File: src/rtl/pee_pkg.sv
// Package: types, constants and helpers of the prefix expression evaluator
`timescale 1ns / 1ps
package pee_pkg;

  localparam int STACK_DEPTH = 8;
  localparam int FRAC_BITS   = 16;
  localparam int SP_W        = $clog2(STACK_DEPTH + 1);
  localparam int IDX_W       = $clog2(STACK_DEPTH);
  localparam int DIV_W       = 32 + FRAC_BITS;
  localparam int CNT_W       = $clog2(DIV_W + 1);

  // symbol modes
  localparam logic [2:0] MODE_ADD  = 3'd0;
  localparam logic [2:0] MODE_SUB  = 3'd1;
  localparam logic [2:0] MODE_MUL  = 3'd2;
  localparam logic [2:0] MODE_DIV  = 3'd3;
  localparam logic [2:0] MODE_TERM = 3'd4;

  // stack entry tags
  localparam logic [2:0] TAG_OPERAND = 3'd0;
  localparam logic [2:0] TAG_ADD     = 3'd1;
  localparam logic [2:0] TAG_SUB     = 3'd2;
  localparam logic [2:0] TAG_MUL     = 3'd3;
  localparam logic [2:0] TAG_DIV     = 3'd4;

  localparam logic signed [63:0] Q_MAX64 = 64'sh0000_0000_7FFF_FFFF;
  localparam logic signed [63:0] Q_MIN64 = 64'shFFFF_FFFF_8000_0000;

  typedef enum logic [2:0] {
    ST_IDLE,
    ST_DISPATCH,
    ST_SCAN,
    ST_FETCH,
    ST_MUL,
    ST_DIV,
    ST_EMIT
  } state_e;

  typedef struct packed {
    logic [2:0]         mode;
    logic signed [31:0] operand_value;
    logic               last;
  } in_t;

  typedef struct packed {
    logic signed [31:0] result_value;
    logic               malformed;
    logic               saturated;
  } out_t;

  typedef struct packed {
    logic accept;
    logic push_op;
    logic push_cur;
    logic set_err;
    logic latch_left;
    logic fetch;
    logic mul_fin;
    logic div_step;
    logic div_fin;
    logic emit;
  } ctrl_t;

  typedef struct packed {
    logic [2:0] mode;
    logic       last;
    logic       top_operand;
    logic       sp_lt2;
    logic [2:0] op_tag;
    logic       rhs_zero;
    logic       div_done;
    logic       out_free;
  } stat_t;

  typedef struct packed {
    logic signed [31:0] val;
    logic               hit;
  } sat_t;

  function automatic sat_t sat64(input logic signed [63:0] v);
    sat_t r;
    if (v > Q_MAX64) begin
      r.val = 32'sh7FFF_FFFF;
      r.hit = 1'b1;
    end else if (v < Q_MIN64) begin
      r.val = 32'sh8000_0000;
      r.hit = 1'b1;
    end else begin
      r.val = v[31:0];
      r.hit = 1'b0;
    end
    return r;
  endfunction

endpackage

File: src/rtl/pee_ctrl.sv
// Controller state machine of the prefix expression evaluator
`timescale 1ns / 1ps
module pee_ctrl (
  input  logic            clk_i,
  input  logic            rst_ni,
  input  logic            in_valid_i,
  output logic            in_stall_o,
  input  pee_pkg::stat_t  stat_i,
  output pee_pkg::ctrl_t  ctrl_o
);

  pee_pkg::state_e state_q, state_d;
  pee_pkg::state_e after_sym;

  always_ff @(posedge clk_i or negedge rst_ni) begin
    if (!rst_ni) begin
      state_q <= pee_pkg::ST_IDLE;
    end else begin
      state_q <= state_d;
    end
  end

  assign after_sym = stat_i.last ? pee_pkg::ST_EMIT : pee_pkg::ST_IDLE;

  always_comb begin
    state_d = state_q;
    unique case (state_q)
      pee_pkg::ST_IDLE: begin
        if (in_valid_i) state_d = pee_pkg::ST_DISPATCH;
      end
      pee_pkg::ST_DISPATCH: begin
        if (stat_i.mode == pee_pkg::MODE_TERM) state_d = pee_pkg::ST_SCAN;
        else state_d = after_sym;
      end
      pee_pkg::ST_SCAN: begin
        if (!stat_i.top_operand || stat_i.sp_lt2) state_d = after_sym;
        else state_d = pee_pkg::ST_FETCH;
      end
      pee_pkg::ST_FETCH: begin
        if (stat_i.op_tag == pee_pkg::TAG_MUL) state_d = pee_pkg::ST_MUL;
        else if (stat_i.op_tag == pee_pkg::TAG_DIV && !stat_i.rhs_zero) state_d = pee_pkg::ST_DIV;
        else state_d = pee_pkg::ST_SCAN;
      end
      pee_pkg::ST_MUL: begin
        state_d = pee_pkg::ST_SCAN;
      end
      pee_pkg::ST_DIV: begin
        if (stat_i.div_done) state_d = pee_pkg::ST_SCAN;
      end
      pee_pkg::ST_EMIT: begin
        if (stat_i.out_free) state_d = pee_pkg::ST_IDLE;
      end
      default: state_d = pee_pkg::ST_IDLE;
    endcase
  end

  always_comb begin
    ctrl_o     = '0;
    in_stall_o = 1'b1;
    unique case (state_q)
      pee_pkg::ST_IDLE: begin
        in_stall_o    = 1'b0;
        ctrl_o.accept = in_valid_i;
      end
      pee_pkg::ST_DISPATCH: begin
        if (stat_i.mode < pee_pkg::MODE_TERM) ctrl_o.push_op = 1'b1;
        else if (stat_i.mode != pee_pkg::MODE_TERM) ctrl_o.set_err = 1'b1;
      end
      pee_pkg::ST_SCAN: begin
        if (!stat_i.top_operand) ctrl_o.push_cur = 1'b1;
        else if (stat_i.sp_lt2) ctrl_o.set_err = 1'b1;
        else ctrl_o.latch_left = 1'b1;
      end
      pee_pkg::ST_FETCH: ctrl_o.fetch = 1'b1;
      pee_pkg::ST_MUL:   ctrl_o.mul_fin = 1'b1;
      pee_pkg::ST_DIV: begin
        if (stat_i.div_done) ctrl_o.div_fin = 1'b1;
        else ctrl_o.div_step = 1'b1;
      end
      pee_pkg::ST_EMIT:  ctrl_o.emit = stat_i.out_free;
      default: ;
    endcase
  end

endmodule

File: src/rtl/pee_datapath.sv
// Datapath: operand stack, arithmetic, serial divider and output register
`timescale 1ns / 1ps
module pee_datapath (
  input  logic            clk_i,
  input  logic            rst_ni,
  input  pee_pkg::in_t    in_data_i,
  input  pee_pkg::ctrl_t  ctrl_i,
  output pee_pkg::stat_t  stat_o,
  output logic            out_valid_o,
  input  logic            out_stall_i,
  output pee_pkg::out_t   out_data_o
);

  logic [2:0]         tag_q [pee_pkg::STACK_DEPTH];
  logic signed [31:0] val_q [pee_pkg::STACK_DEPTH];
  logic [pee_pkg::SP_W-1:0]  sp_q;
  logic                      err_q, satf_q;
  logic [2:0]                mode_q;
  logic                      last_q;
  logic signed [31:0]        cur_q, left_q;
  logic signed [63:0]        prod_q;
  logic [31:0]               rem_q, dvs_q;
  logic [pee_pkg::DIV_W-1:0] quo_q;
  logic                      neg_q;
  logic [pee_pkg::CNT_W-1:0] cnt_q;
  logic                      out_valid_q;
  pee_pkg::out_t             out_q;

  logic [pee_pkg::SP_W-1:0]  rd_ptr;
  logic [pee_pkg::IDX_W-1:0] rd_idx, wr_idx;
  logic [2:0]                rd_tag;
  logic                      full;
  logic                      push_en;
  logic [2:0]                push_tag;
  logic signed [31:0]        push_val;
  logic signed [63:0]        prod_d, q_signed;
  logic [32:0]               rem_sh;
  logic                      ge;
  logic [31:0]               mag_l, mag_r;
  logic                      good;
  pee_pkg::sat_t             s_add, s_sub, s_mul, s_div;

  assign rd_ptr = ctrl_i.fetch ? sp_q - pee_pkg::SP_W'(2) : sp_q - pee_pkg::SP_W'(1);
  assign rd_idx = rd_ptr[pee_pkg::IDX_W-1:0];
  assign wr_idx = sp_q[pee_pkg::IDX_W-1:0];
  assign rd_tag = tag_q[rd_idx];
  assign full   = (sp_q == pee_pkg::SP_W'(pee_pkg::STACK_DEPTH));

  assign push_en  = ctrl_i.push_op | ctrl_i.push_cur;
  assign push_tag = ctrl_i.push_op ? mode_q + 3'd1 : pee_pkg::TAG_OPERAND;
  assign push_val = ctrl_i.push_op ? 32'sd0 : cur_q;

  assign s_add  = pee_pkg::sat64(64'(left_q) + 64'(cur_q));
  assign s_sub  = pee_pkg::sat64(64'(left_q) - 64'(cur_q));
  assign prod_d = left_q * cur_q;
  assign s_mul  = pee_pkg::sat64(prod_q >>> pee_pkg::FRAC_BITS);
  assign q_signed = neg_q ? -$signed(64'(quo_q)) : $signed(64'(quo_q));
  assign s_div  = pee_pkg::sat64(q_signed);

  assign mag_l = left_q[31] ? 32'(-left_q) : 32'(left_q);
  assign mag_r = cur_q[31] ? 32'(-cur_q) : 32'(cur_q);

  assign rem_sh = {rem_q, quo_q[pee_pkg::DIV_W-1]};
  assign ge     = (rem_sh >= {1'b0, dvs_q});

  assign good = (sp_q == pee_pkg::SP_W'(1)) && (tag_q[0] == pee_pkg::TAG_OPERAND);

  // stack entries hold no reset; only entries below the pointer are read
  always_ff @(posedge clk_i) begin
    if (push_en && !full) begin
      tag_q[wr_idx] <= push_tag;
      val_q[wr_idx] <= push_val;
    end
  end

  always_ff @(posedge clk_i) begin
    if (ctrl_i.accept) begin
      mode_q <= in_data_i.mode;
      last_q <= in_data_i.last;
      cur_q  <= in_data_i.operand_value;
    end
    if (ctrl_i.latch_left) left_q <= val_q[rd_idx];
    if (ctrl_i.fetch) begin
      case (rd_tag)
        pee_pkg::TAG_ADD: cur_q <= s_add.val;
        pee_pkg::TAG_SUB: cur_q <= s_sub.val;
        pee_pkg::TAG_MUL: prod_q <= prod_d;
        pee_pkg::TAG_DIV: begin
          if (cur_q == 32'sd0) begin
            cur_q <= 32'(64'sd1 <<< pee_pkg::FRAC_BITS);
          end else begin
            neg_q <= left_q[31] ^ cur_q[31];
            quo_q <= pee_pkg::DIV_W'(mag_l) << pee_pkg::FRAC_BITS;
            rem_q <= '0;
            dvs_q <= mag_r;
          end
        end
        default: ;
      endcase
    end
    if (ctrl_i.mul_fin) cur_q <= s_mul.val;
    if (ctrl_i.div_step) begin
      rem_q <= ge ? 32'(rem_sh - {1'b0, dvs_q}) : rem_sh[31:0];
      quo_q <= {quo_q[pee_pkg::DIV_W-2:0], ge};
    end
    if (ctrl_i.div_fin) cur_q <= s_div.val;
    if (ctrl_i.emit) begin
      out_q.result_value <= good ? val_q[0] : 32'sd0;
      out_q.malformed    <= !good || err_q;
      out_q.saturated    <= satf_q;
    end
  end

  always_ff @(posedge clk_i or negedge rst_ni) begin
    if (!rst_ni) begin
      sp_q        <= '0;
      err_q       <= 1'b0;
      satf_q      <= 1'b0;
      cnt_q       <= '0;
      out_valid_q <= 1'b0;
    end else begin
      if (push_en) begin
        if (full) err_q <= 1'b1;
        else sp_q <= sp_q + pee_pkg::SP_W'(1);
      end
      if (ctrl_i.set_err) err_q <= 1'b1;
      if (ctrl_i.fetch) begin
        sp_q <= sp_q - pee_pkg::SP_W'(2);
        if (rd_tag == pee_pkg::TAG_ADD && s_add.hit) satf_q <= 1'b1;
        if (rd_tag == pee_pkg::TAG_SUB && s_sub.hit) satf_q <= 1'b1;
        if (rd_tag == pee_pkg::TAG_DIV) cnt_q <= pee_pkg::CNT_W'(pee_pkg::DIV_W);
      end
      if (ctrl_i.mul_fin && s_mul.hit) satf_q <= 1'b1;
      if (ctrl_i.div_step) cnt_q <= cnt_q - pee_pkg::CNT_W'(1);
      if (ctrl_i.div_fin && s_div.hit) satf_q <= 1'b1;
      if (ctrl_i.emit) begin
        out_valid_q <= 1'b1;
        sp_q        <= '0;
        err_q       <= 1'b0;
        satf_q      <= 1'b0;
      end else if (out_valid_q && !out_stall_i) begin
        out_valid_q <= 1'b0;
      end
    end
  end

  assign stat_o.mode        = mode_q;
  assign stat_o.last        = last_q;
  assign stat_o.top_operand = (sp_q != '0) && (rd_tag == pee_pkg::TAG_OPERAND);
  assign stat_o.sp_lt2      = (sp_q < pee_pkg::SP_W'(2));
  assign stat_o.op_tag      = rd_tag;
  assign stat_o.rhs_zero    = (cur_q == 32'sd0);
  assign stat_o.div_done    = (cnt_q == '0);
  assign stat_o.out_free    = !out_valid_q || !out_stall_i;

  assign out_valid_o = out_valid_q;
  assign out_data_o  = out_q;

endmodule

File: src/rtl/prefix_expression_evaluator_top.sv
// Top level of the prefix expression evaluator
`timescale 1ns / 1ps
// channel | dir | handshake            | beat
// in      | in  | in_valid_i/in_stall_o  | pee_pkg::in_t  (mode, operand_value, last)
// out     | out | out_valid_o/out_stall_i| pee_pkg::out_t (result_value, malformed, saturated)
//
// One symbol at a time: an operator is pushed in DISPATCH, a terminal walks SCAN and
// FETCH per reduction, MUL per multiply, 48-step serial DIV per nonzero divide.
// A last symbol then passes through EMIT; the result register frees the input side
// while a result waits. Reset clears the stack pointer and flags; stack contents
// have no reset. out_stall_i only holds the last symbol of the next expression.
module prefix_expression_evaluator_top (
  input  logic          clk_i,
  input  logic          rst_ni,
  input  logic          in_valid_i,
  output logic          in_stall_o,
  input  pee_pkg::in_t  in_data_i,
  output logic          out_valid_o,
  input  logic          out_stall_i,
  output pee_pkg::out_t out_data_o
);

  pee_pkg::ctrl_t ctrl;
  pee_pkg::stat_t stat;

  pee_ctrl u_ctrl (
    .clk_i      (clk_i),
    .rst_ni     (rst_ni),
    .in_valid_i (in_valid_i),
    .in_stall_o (in_stall_o),
    .stat_i     (stat),
    .ctrl_o     (ctrl)
  );

  pee_datapath u_datapath (
    .clk_i       (clk_i),
    .rst_ni      (rst_ni),
    .in_data_i   (in_data_i),
    .ctrl_i      (ctrl),
    .stat_o      (stat),
    .out_valid_o (out_valid_o),
    .out_stall_i (out_stall_i),
    .out_data_o  (out_data_o)
  );

endmodule

File: config.mk
export PLATFORM = sky130hd
export DESIGN_NAME = prefix_expression_evaluator_top
export DESIGN_NICKNAME = d
export VERILOG_FILES = /design/src/rtl/pee_pkg.sv /design/src/rtl/pee_ctrl.sv /design/src/rtl/pee_datapath.sv /design/src/rtl/prefix_expression_evaluator_top.sv
export SDC_FILE = /design/constraint.sdc
export NUM_CORES = 2
export LEC_CHECK = 0
export BUFFER_PORTS_ARGS = -buffer_cell sky130_fd_sc_hd__buf_4
export CORE_MARGIN = 2
export CORE_UTILIZATION = 30
export CTS_CLUSTER_DIAMETER = 40
export DETAILED_ROUTE_END_ITERATION = 8
export PLACE_DENSITY = 0.48
export SLEW_MARGIN = 15
export SYNTH_ARGS = -nofsm -noshare
export SYNTH_HDL_FRONTEND = slang
export SYNTH_SLANG_ARGS = --single-unit
export TNS_END_PERCENT = 1
File: constraint.sdc
create_clock -name clk_i -period 27.9 [get_ports clk_i]
set_input_delay 2.79 -clock clk_i [delete_from_list [all_inputs] [get_ports clk_i]]
set_output_delay 2.79 -clock clk_i [all_outputs]
set_load 0.1 [all_outputs]
==> flow_summary_export.csv <==
group,metric,value,unit
logic_synthesis,synth_top_family_by_area,"adder cells",
timing,worst_slew_margin_rel,24.0,%
timing,min_period,10420,ps
critical_path,timing.rr.start,"u_datapath.left_q[31]",
cells_and_area,layout_common_cells,"inv_1 (1296), fa_1 (1084), nand2_1 (673)",
clock_tree,clock-sinks,559,
placement,place_congestion,0.933,
clock_tree,path_clk_slew,60,ps
logic_synthesis,ys_warn_count,0,
logic_synthesis,ys.flop_type,"edfxtp_1",
worst_hold_path,min_from,"u_datapath.cnt_q[5]",
logic_synthesis,synth_area,66400,µm²
global_route,grtUsageMet3,2.82,%
cells_and_area,fillers,22500,
critical_path,cp-start-kind,"flip-flop",
global_route,grt_util_met2,33.5,%
global_route,gr-usage-met1,28.1,%
run_status,status,"finished clean",
cells_and_area,multi_input_area,43900,µm²
floorplanning,die_h,475,µm
critical_path,cp.required,28450,ps
cells_and_area,finalNetCount,7952,
floorplanning,coreArea,220000,µm²
logic_synthesis,muxShareOfSynthArea,3.42,%
clock_tree,cts_htree_levels,3,
logic_synthesis,syn_nets,8036,
logic_synthesis,ys_ff_latch,559,
worst_hold_path,worst_hold_path_type,"flip-flop to flip-flop",
cells_and_area,areaGrowthSynthToFinish,9.89,%
timing,post-route-period-util,37.4,%
critical_path,worstSetupEndpointType,"flip-flop",
clock_tree,clk_latency,690,ps
detailed_routing,drc,0,
floorplanning,start_util,30.2,%
logic_synthesis,synthCells,6620,
global_route,top_usage_layer,"met2",
cells_and_area,regArea,16400,µm²
timing,hold_violations,0,
placement,place.port_buffers,75,
floorplanning,die_w,475,µm
logic_synthesis,synthXorXnorAreaFrac,2.51,%
clock_tree,post_cts_resized,0,
detailed_routing,dr.first_iter.drc_count,4195,
logic_synthesis,synth_compound_area_share,7.99,%
detailed_routing,antenna_left,0,
critical_path,crit_start,"u_datapath.left_q[31]",
timing,finalSetupViolCount,0,
global_route,grt_pass1_wl,341,mm
detailed_routing,dr.pass1.iters,6,
global_route,grt.overflow.total,0,
logic_synthesis,synth_cell_types,91,
logic_synthesis,netlist.area_leader.share,32.7,%
floorplanning,io_pins,76,
timing,fin_skew,43.9,ps
detailed_routing,routedWlPerCell,23.9,µm
detailed_routing,viasPerCell,5.02,
logic_synthesis,syn_avg_cell_area,10.0,µm²
cells_and_area,final_common_cell,"inv_1",
timing,rsz0062_at_grt,"false",
timing,tightest_slew,1140,ps
logic_synthesis,synthAdderAreaFrac,38.2,%
critical_path,crit_slowest_cell,"o21ai_0",
global_route,grt_max_degree,80,
placement,hpwlAfterDp,168,mm
logic_synthesis,yosys.area_share.simple,13.7,%
critical_path,max_stage_delay,780,ps
clock_tree,cts-root-buf,"clkbuf_16",
logic_synthesis,synth.largest_area_cell,"fa_1",
detailed_routing,routed_wl,228,mm
floorplanning,dieArea,225000,µm²
global_route,antenna_found_initial,14,
global_route,grt_pass1_vias,50300,
logic_synthesis,async_reset_ff_share,2.86,%
cells_and_area,drive_above_1_share,7.98,%
critical_path,cp_common_cell,"fa_1",
logic_synthesis,synth_edf_count,511,
logic_synthesis,seq_area_frac_synth,24.7,%
detailed_routing,vias,48000,
global_route,grtUsageTotal,20.5,%
critical_path,r2r_slack,17480,ps
timing,final.setup.tns,0,ps
clock_tree,post_cts_buffers,0,
clock_tree,cts.path.max_buffers,3,
critical_path,crit_fanout,45,
logic_synthesis,yosys-top-cells-area,"fa_1 (33%), edfxtp_1 (23%), inv_1 (7.3%), ha_1 (5.5%), and2_1 (4.6%)",
critical_path,critPathKind,"flip-flop to flip-flop",
clock_tree,cts_hold_buf,0,
flow_run,drv_cap,0,
timing,timing.fmax,0.0959,GHz
timing,slew_viol_final,0,
critical_path,worst-endpoint-arrival,10980,ps
clock_tree,cts_tree,"built",
clock_tree,cts_made_buffers,75,
floorplanning,rows,172,
[state kept, by name, indices dropped and copies added (netlist names)]
name,cells
u_datapath.out_valid_o,1
u_datapath.mode_q,3
u_datapath.cnt_q,6
u_ctrl.state_q,3
u_datapath.tag_q,24
u_datapath.last_q,1
u_datapath.val_q,256
u_datapath.prod_q,48
u_datapath.left_q,32
u_datapath.rem_q,32
u_datapath.dvs_q,32
u_datapath.neg_q,1
u_datapath.err_q,1
u_datapath.cur_q,32
u_datapath.satf_q,1
u_datapath.quo_q,48
u_datapath.sp_q,4
u_datapath.out_data_o,34
[area by class of cell]
class / instances / share of cell area [%]
multi-input combinational: 4390 / 60.1
clock buffer: 86 / 2.71
inverter: 1302 / 6.70
timing repair buffer: 208 / 2.16
sequential: 559 / 22.5
antenna: 3 / 0.0103
tap: 2958 / 5.07
clock inverter: 49 / 0.789
[logic make-up after synthesis]
kind of cell             after synthesis
multiplexers                         136
buffers and inverters               1671
flip-flops                           559
XOR/XNOR                             190
adder cells (fa/ha/maj)             1377
AO/OA/AOI/OAI                        817
AND/OR/NAND/NOR                     1870
[critical path: cells and delay by family, from the launching register on]
kind	cells	cell delay (ps)
compound gates	8	2550
buf+inv	7	1810
flops	1	320
simple gates	4	820
fa+ha+maj	9	4740
[cell usage after synthesis (24+ instances only)]
cell,n
or3_1,24
xor2_1,68
a21oi_1,255
nor4_1,24
nand2_1,674
fa_1,1084
a211oi_1,36
clkbuf_1,338
nand3_1,48
o31ai_1,41
nand2b_1,36
mux2i_1,27
ha_1,292
xnor2_1,122
and2_1,490
a21o_1,66
dfxtp_1,32
nor2b_1,31
nor2_1,357
edfxtp_1,511
nand4_1,36
mux4_2,69
mux2_2,40
o21ai_0,174
inv_1,1298
o41ai_1,26
nor3_1,60
[path summary, 6_finish.rpt]
kind	endpoint	cells past startpoint
max reg2reg	u_datapath.prod_q[62]	28
min	u_datapath.cnt_q[5]	1
max in group asynchronous	u_datapath.cnt_q[0]	1
max	u_datapath.prod_q[62]	28
min in group asynchronous	u_ctrl.state_q[0]	1
min reg2reg	u_datapath.cnt_q[5]	1
[per-layer routing]
layer | part of all wire [%] | routed length (µm) | vias up
met2 | 47 | 107000 | 1563
met5 | 0.024 | 55 | -
met1 | 43 | 97300 | 25200
met4 | 3.7 | 8390 | 8
li1 | - | - | 20800
met3 | 6.6 | 15000 | 331
[per-stage QoR]
stage          hold WS (ps)  utilization (%)  instance area [µm²]  worst slack (ps)  cells
5_1_grt                 517             33.2                73000             17090   9552
3_5_place_dp            468             32.0                70400             17720   9417
2_1_floorplan           425                -                66400             19080   6620
6_report                473             33.2                73000             17480   9555
3_3_place_gp            471             32.0                70400             17830   9417
4_1_cts                 475             33.2                73000             17650   9552
Power is left out: the tool's default activity adds up to more than one toggle a clock period on the data nets, which glitch-free logic cannot reach.
